[src/rtl/rrf_pkg.sv]
// Types, constants and GF(2) helpers for the rolling fingerprint.
package rrf_pkg;

  localparam int unsigned DigestW = 64;
  localparam int unsigned CfgIdxW = 8;
  localparam int unsigned TabLen  = 8;

  typedef logic [DigestW-1:0] word_t;
  typedef word_t [TabLen-1:0] gf_tab_t;

  // Register indexes of the configuration port.
  localparam logic [CfgIdxW-1:0] RegPoly   = CfgIdxW'(0);
  localparam logic [CfgIdxW-1:0] RegRemove = CfgIdxW'(1);

  localparam word_t PolyReset   = word_t'(27);
  localparam word_t RemoveReset = word_t'(0);

  typedef struct packed {
    gf_tab_t red_tab;  // poly * x^i mod P: reduces the byte shifted out
    gf_tab_t rem_tab;  // removal factor * x^i mod P: removes the leaving byte
  } rrf_tabs_t;

  typedef struct packed {
    logic [7:0] leave_byte;
    logic       full;
  } rrf_win_t;

  function automatic word_t gf_times_x(input word_t r, input word_t poly);
    return {r[DigestW-2:0], 1'b0} ^ (r[DigestW-1] ? poly : '0);
  endfunction

  // Entry i holds f * x^i mod P.
  function automatic gf_tab_t build_tab(input word_t f, input word_t poly);
    gf_tab_t tab;
    tab[0] = f;
    for (int i = 1; i < TabLen; i++) begin
      tab[i] = gf_times_x(tab[i-1], poly);
    end
    return tab;
  endfunction

  // Product of an 8-bit polynomial with the value whose table is given.
  function automatic word_t gf_tab_mul(input logic [7:0] b, input gf_tab_t tab);
    word_t acc;
    acc = '0;
    for (int i = 0; i < TabLen; i++) begin
      if (b[i]) begin
        acc = acc ^ tab[i];
      end
    end
    return acc;
  endfunction

  localparam gf_tab_t PolyResetTab   = build_tab(PolyReset, PolyReset);
  localparam gf_tab_t RemoveResetTab = build_tab(RemoveReset, PolyReset);

endpackage

[src/rtl/rrf_cfg.sv]
// Configuration registers, kept as precomputed multiplication tables.
module rrf_cfg
  import rrf_pkg::*;
(
  input  logic               clk_i,
  input  logic               rst_ni,
  input  logic               cfg_valid_i,
  input  logic [CfgIdxW-1:0] cfg_index_i,
  input  word_t              cfg_data_i,
  output rrf_tabs_t          tabs_o
);

  gf_tab_t red_q, red_d;
  gf_tab_t rem_q, rem_d;
  word_t   poly_sel;
  word_t   rem_sel;

  // Entry zero of each table is the register value itself. A new polynomial
  // also rebuilds the removal table, since its entries are reduced mod P.
  always_comb begin
    poly_sel = (cfg_index_i == RegPoly)   ? cfg_data_i : red_q[0];
    rem_sel  = (cfg_index_i == RegRemove) ? cfg_data_i : rem_q[0];
    red_d    = build_tab(poly_sel, poly_sel);
    rem_d    = build_tab(rem_sel, poly_sel);
  end

  always_ff @(posedge clk_i or negedge rst_ni) begin
    if (!rst_ni) begin
      red_q <= PolyResetTab;
      rem_q <= RemoveResetTab;
    end else if (cfg_valid_i) begin
      red_q <= red_d;
      rem_q <= rem_d;
    end
  end

  assign tabs_o.red_tab = red_q;
  assign tabs_o.rem_tab = rem_q;

endmodule

[src/rtl/rrf_window.sv]
// Byte window as a shift line, with the fill counter.
module rrf_window
  import rrf_pkg::*;
#(
  parameter int unsigned WINDOW_LEN = 64
) (
  input  logic       clk_i,
  input  logic       rst_ni,
  input  logic       step_i,
  input  logic       restart_i,
  input  logic [7:0] byte_i,
  output rrf_win_t   win_o
);

  localparam int unsigned CntW = $clog2(WINDOW_LEN + 1);
  localparam logic [CntW-1:0] FullCnt = CntW'(WINDOW_LEN);

  logic [7:0]      line_q [WINDOW_LEN];
  logic [CntW-1:0] fill_q, fill_d;
  logic            was_full;

  // The last tap holds the oldest byte once the window has filled; before
  // that, and on a restart, nothing leaves.
  always_comb begin
    was_full = (fill_q == FullCnt) && !restart_i;
    if (restart_i) begin
      fill_d = CntW'(1);
    end else if (fill_q == FullCnt) begin
      fill_d = FullCnt;
    end else begin
      fill_d = fill_q + CntW'(1);
    end
  end

  assign win_o.leave_byte = was_full ? line_q[WINDOW_LEN-1] : 8'h00;
  assign win_o.full       = (fill_d == FullCnt);

  always_ff @(posedge clk_i or negedge rst_ni) begin
    if (!rst_ni) begin
      fill_q <= '0;
    end else if (step_i) begin
      fill_q <= fill_d;
    end
  end

  always_ff @(posedge clk_i) begin
    if (step_i) begin
      line_q[0] <= byte_i;
      for (int i = 1; i < WINDOW_LEN; i++) begin
        line_q[i] <= line_q[i-1];
      end
    end
  end

endmodule

[src/rtl/rrf_digest.sv]
// Rolling digest register and its one-byte update.
module rrf_digest
  import rrf_pkg::*;
(
  input  logic       clk_i,
  input  logic       rst_ni,
  input  logic       step_i,
  input  logic       restart_i,
  input  logic [7:0] byte_i,
  input  rrf_win_t   win_i,
  input  rrf_tabs_t  tabs_i,
  output word_t      digest_o
);

  word_t digest_q, digest_d;
  word_t removed;

  always_comb begin
    removed  = (restart_i ? '0 : digest_q) ^ gf_tab_mul(win_i.leave_byte, tabs_i.rem_tab);
    digest_d = {removed[DigestW-9:0], byte_i}
             ^ gf_tab_mul(removed[DigestW-1:DigestW-8], tabs_i.red_tab);
  end

  always_ff @(posedge clk_i or negedge rst_ni) begin
    if (!rst_ni) begin
      digest_q <= '0;
    end else if (step_i) begin
      digest_q <= digest_d;
    end
  end

  assign digest_o = digest_d;

endmodule

[src/rtl/rabin_rolling_fingerprint.sv]
// Rolling Rabin fingerprint over a byte stream: one byte per cycle unless stalled, 64-bit digest mod P.
// The block takes one byte per word and returns one result word per byte: the
// digest of the last WINDOW_LEN bytes mod P and a flag that is high once a full
// window has arrived since the last restart. It sustains one byte per clock
// while the output is not stalled; a byte's result passes the input register
// and the result register; the rate is set by the digest feedback register, whose
// update is two chained 8-term XOR trees. Register 0 is the low 64 bits of P
// (x^64 implicit, reset 27); register 1 is x^(8*(WINDOW_LEN-1)) mod P, which
// software loads (reset 0, so no byte is removed). A configuration write
// applies to every byte whose digest is computed after it, so a byte that waits
// in the input register uses the new value. There is no clearing pass after reset.
module rabin_rolling_fingerprint
  import rrf_pkg::*;
#(
  parameter int unsigned WINDOW_LEN = 64
) (
  input  logic               clk_i,
  input  logic               rst_ni,
  input  logic               in_valid_i,
  output logic               in_stall_o,
  input  logic [7:0]         data_byte_i,
  input  logic               restart_i,
  output logic               out_valid_o,
  input  logic               out_stall_i,
  output logic [63:0]        digest_o,
  output logic               window_full_o,
  input  logic               cfg_valid_i,
  output logic               cfg_ready_o,
  input  logic [CfgIdxW-1:0] cfg_index_i,
  input  logic [63:0]        cfg_data_i
);

  logic       s1_valid_q;
  logic [7:0] s1_byte_q;
  logic       s1_restart_q;
  logic       out_valid_q;
  word_t      out_digest_q;
  logic       out_full_q;

  logic       advance;
  logic       step;
  logic       in_accept;
  rrf_tabs_t  tabs;
  rrf_win_t   win;
  word_t      digest_next;

  assign advance    = !out_valid_q || !out_stall_i;
  assign step       = s1_valid_q && advance;
  assign in_stall_o = s1_valid_q && !advance;
  assign in_accept  = in_valid_i && !in_stall_o;

  rrf_cfg u_cfg (
    .clk_i       (clk_i),
    .rst_ni      (rst_ni),
    .cfg_valid_i (cfg_valid_i),
    .cfg_index_i (cfg_index_i),
    .cfg_data_i  (cfg_data_i),
    .tabs_o      (tabs)
  );

  rrf_window #(
    .WINDOW_LEN (WINDOW_LEN)
  ) u_window (
    .clk_i     (clk_i),
    .rst_ni    (rst_ni),
    .step_i    (step),
    .restart_i (s1_restart_q),
    .byte_i    (s1_byte_q),
    .win_o     (win)
  );

  rrf_digest u_digest (
    .clk_i     (clk_i),
    .rst_ni    (rst_ni),
    .step_i    (step),
    .restart_i (s1_restart_q),
    .byte_i    (s1_byte_q),
    .win_i     (win),
    .tabs_i    (tabs),
    .digest_o  (digest_next)
  );

  always_ff @(posedge clk_i or negedge rst_ni) begin
    if (!rst_ni) begin
      s1_valid_q  <= 1'b0;
      out_valid_q <= 1'b0;
    end else begin
      if (in_accept) begin
        s1_valid_q <= 1'b1;
      end else if (step) begin
        s1_valid_q <= 1'b0;
      end
      if (advance) begin
        out_valid_q <= s1_valid_q;
      end
    end
  end

  always_ff @(posedge clk_i) begin
    if (in_accept) begin
      s1_byte_q    <= data_byte_i;
      s1_restart_q <= restart_i;
    end
    if (step) begin
      out_digest_q <= digest_next;
      out_full_q   <= win.full;
    end
  end

  assign out_valid_o   = out_valid_q;
  assign digest_o      = out_digest_q;
  assign window_full_o = out_full_q;
  assign cfg_ready_o   = 1'b1;

endmodule

[config.mk]
export PLATFORM = sky130hd
export DESIGN_NAME = rabin_rolling_fingerprint
export DESIGN_NICKNAME = d
export VERILOG_FILES = /design/src/rtl/rrf_pkg.sv /design/src/rtl/rrf_cfg.sv /design/src/rtl/rrf_window.sv /design/src/rtl/rrf_digest.sv /design/src/rtl/rabin_rolling_fingerprint.sv
export SDC_FILE = /design/constraint.sdc
export NUM_CORES = 2
export LEC_CHECK = 0
export BUFFER_PORTS_ARGS = -buffer_cell sky130_fd_sc_hd__clkbuf_2
export CAP_MARGIN = 30
export CORE_ASPECT_RATIO = 0.75
export CORE_UTILIZATION = 57
export DETAILED_ROUTE_END_ITERATION = 8
export HOLD_SLACK_MARGIN = 0.03
export PLACE_DENSITY = 0.71
export SLEW_MARGIN = 20
export SYNTH_ARGS = -nofsm -noshare
export SYNTH_HDL_FRONTEND = slang
export SYNTH_SLANG_ARGS = --single-unit
[constraint.sdc]
create_clock -name clk_i -period 22 [get_ports clk_i]
set_clock_uncertainty 0.05 [all_clocks]
set_input_delay 2.2 -clock clk_i [delete_from_list [all_inputs] [get_ports clk_i]]
set_output_delay 2.2 -clock clk_i [all_outputs]
set_load 0.1 [all_outputs]
==> summary.txt <==
Outcome = complete, no violations
Global routing usage on met2 = 47.7%
Filler instances = 12100
Max incr delay on CP = 0.74 ns
Buf+Inv Stages, Crit Path = 7
Cells on worst reg2reg path = 17
Post-Syn Area = 0.0883 mm2
Final ANT Viol Nets = 0
Ys Warns = 0
Final TNS setup = 0 ns
Setup Fix Bufs, Post-CTS = 0
Top cells by area, synth = dfrtp_1, edfxtp_1, xnor2_1
Initial antenna violation count = 6
GRT Overall Usage = 32.0%
Most used cell, CP = buf_4
Sink Count = 1683
Tcrit/Tclk final = 37.6%
Setup CP Type = input port to flip-flop
Final Hold Violating Endpoints = 0
Hold_buf cts = 0
First-pass GRT wire length = 382000 um
WL/cell = 23.3 um
Multi-input logic area = 0.0412 mm2
Initial Util = 57.7%
Global-route congestion overflow total = 0
Area Growth Syn to Fin = 10.0%
Worst-path cell chain = clkbuf_2 > nor4_4 > buf_4 > nand3_1 > nand2_2 > buf_4 > buf_16 > ha_1 > xnor2_1 > nor2_1 > xor2_4 > buf_4 > buf_4 > nor2_1 > xnor2_1 > xor2_4 > buf_4 > nand2_1 > xnor2_1 > mux2_2
Largest net degree at the start of global routing = 227
EDFF count, synth = 586
Core Area = 0.153 mm2
Worst reg2reg endpoint = u_cfg.tabs_o[1002]
Final min period = 8.27 ns
Setup Viol. Count Final = 0
Die H = 343 um
Async S/R FF share, synth = 65.2%
Input/output buffers = 152
Unrepaired setup endpoints after global routing = false
CP arrival = 8.90 ns
Detailed Route WL = 251000 um
Vias in the first global route = 61600
Sequential element share of the synthesized area = 51.1%
# resized after CTS = 0
Detail Placement HPWL = 156000 um
TritonCTS clock tree = done
Max H-tree Level = 4
Detailed Routing Iterations Pass 1 = 6
Clock latency on the worst-skew pair = 0.82 ns
Required @ worst endpoint = 22.63 ns
GP Congestion = 0.916
Total of max-cap violations = 0
Worst-path clk slew = 0.06 ns
Top Ports = 154
Final Slew Violations = 0
Leading area contributor after synthesis = dfrtp_1
CP max-delay cell = buf_4
RR Startpoint = u_cfg.tabs_o[575]
Slew @ Worst Pin = 1.14 ns
Row cnt = 124
Main synth FF type = dfrtp_1
GRT Max-Usage Layer = met2
Hold path depth = 0
FMAX = 121 MHz
Distinct cells, synth = 68
Clk root buf = clkbuf_16
Syn_area_per_cell = 10.2 um2
Nets@finish = 8732
Post-route DRC = 0
Slew HR = 23.9%
Critical path's top delay family = buffers and inverters
DR vias = 63200
Final core occ = 63.5%
Syn Inst Count = 8686
Iteration-0 DRC count of the detailed router = 7021
Clock buffer count from CTS = 166
Register bit total from synthesis = 1683
Crit path launch type = input port
CTS Buffer Depth = 3
Hold wc startpoint = u_window.line_q[0][8]
Endpoint class of the critical path = flip-flop
Worst R2R Setup Slack = 15.54 ns
Fraction of final layout cells sized beyond drive strength 1 = 12.5%
Die Width = 456 um
Die footprint = 0.156 mm2
Worst min-delay path class = flip-flop to flip-flop
Met1 Use GR = 46.6%
Crit path max fanout = 48
Post-synth top area share = 30.2%
Routed vias/inst = 5.85
Hold EP = u_window.line_q[0][16]
Reg area = 0.0451 mm2
Met3 Track Usage GR = 6.96%
Syn Nets = 8777
[cell type report]
cell class                 count  area share, %
clock inverter                75           1.09
antenna                        5         0.0129
timing repair buffer         331           2.59
clock buffer                 231           4.78
multi-input combinational   6451           42.5
sequential                  1683           46.4
tap                         2016           2.60
inverter                       8         0.0515
[cells in the mapped netlist (4+ instances only)]
master    number
nor3_1        66
nand2b_1       7
or3_1          8
a31oi_1        6
xor3_1         5
nor2_1      1654
xor2_1       437
edfxtp_1     586
mux2_2       415
nand4_1        4
a21oi_1      221
clkbuf_1     459
o211ai_1       5
mux2i_1      132
nor2b_1       25
nand2_1     1380
inv_1          4
and3_1        72
o21ai_0      253
xnor2_1     1347
buf_1         48
and2_1         9
nand3_1       41
ha_1           5
buf_6          9
a211oi_1      66
xnor3_1       59
a211o_1       62
a22oi_1       10
mux2_1        45
dfstp_2       32
a22o_1         4
o31ai_1        5
dfrtp_1     1065
buf_2         22
buf_4          6
a21o_1         4
and4_1        58
[kinds of logic (layout without fill, tap and decap cells)]
| family | Yosys count | after routing | share of synthesized area [%] |
|---|---|---|---|
| adder cells (fa/ha/maj) | 5 | 5 | 0.0709 |
| buffers and inverters | 552 | 645 | 2.48 |
| XOR/XNOR | 1852 | 1852 | 19.4 |
| flip-flops | 1683 | 1683 | 51.1 |
| AND/OR/NAND/NOR | 3338 | 3338 | 15.1 |
| other | 1 | 6 | 0.00425 |
| multiplexers | 593 | 593 | 7.38 |
| AO/OA/AOI/OAI | 662 | 662 | 4.41 |
[worst register-to-register path, stage by stage, from the launching register on]
cell and delay, ns:
dfrtp_1 0.52, o21ai_4 0.17, nand2_2 0.15, buf_4 0.40, buf_16 0.34, ha_1 0.32, xnor2_1 0.12, nor2_1 0.34
xor2_4 0.16, buf_4 0.39, buf_4 0.74, nor2_1 0.13, xnor2_1 0.53, xor2_4 0.73, buf_4 0.60, nand2_1 0.18
xnor2_1 0.17, mux2_2 0.28
[flip-flops by register name, indices dropped and copies added (netlist names)]
signal,count
u_window.fill_q,7
s1_valid_q,1
u_digest.digest_q,64
u_cfg.tabs_o,1024
window_full_o,1
out_valid_o,1
u_window.line_q,512
s1_restart_q,1
digest_o,64
s1_byte_q,8
[layer usage]
| layer | wire length (um) | part of all wire (%) |
|---|---|---|
| met5 | 0 | 0 |
| met4 | 7640 | 3.0 |
| met1 | 109000 | 43 |
| met2 | 110000 | 44 |
| met3 | 24600 | 9.8 |
[layout by cell type, fill, tap and decap left out, types with 64 or more instances in the layout]
cell,count
nor2_1,1654
nand2_1,1375
xnor2_1,1337
dfrtp_1,1065
edfxtp_1,586
xor2_1,433
mux2_2,415
o21ai_0,253
a21oi_1,220
clkbuf_16,170
buf_4,155
clkbuf_2,150
mux2i_1,131
nor3_1,66
a211oi_1,66
and3_1,64
[how the worst max path moves through the flow]
stage	startpoint	to	slack [ns]	depth (start not counted)
floorplan	out_stall_i	u_digest.digest_q[57]	1.04	6
global placement	cfg_index_i[5]	u_cfg.tabs_o[1023]	13.03	19
detailed placement	cfg_index_i[5]	u_cfg.tabs_o[981]	13.09	20
CTS	cfg_index_i[5]	u_cfg.tabs_o[1002]	13.93	20
global route	cfg_index_i[5]	u_cfg.tabs_o[981]	13.58	20
finish	cfg_index_i[5]	u_cfg.tabs_o[1002]	13.73	20
[metrics by stage]
step / cell area, um2 / hold WS, ns / setup slack (ns) / instances
after global routing: 97100 / 0.355 / 13.58 / 10800
after CTS: 96700 / 0.348 / 13.93 / 10800
after detailed placement: 91000 / 0.355 / 13.09 / 10500
after global placement: 90900 / 0.351 / 13.03 / 10500
after floorplan: 88300 / 0.350 / 1.04 / 8686
final: 97100 / 0.356 / 13.73 / 10800
Power is left out: the tool's default activity adds up to more than one toggle a clock period on the data nets, which glitch-free logic cannot reach.
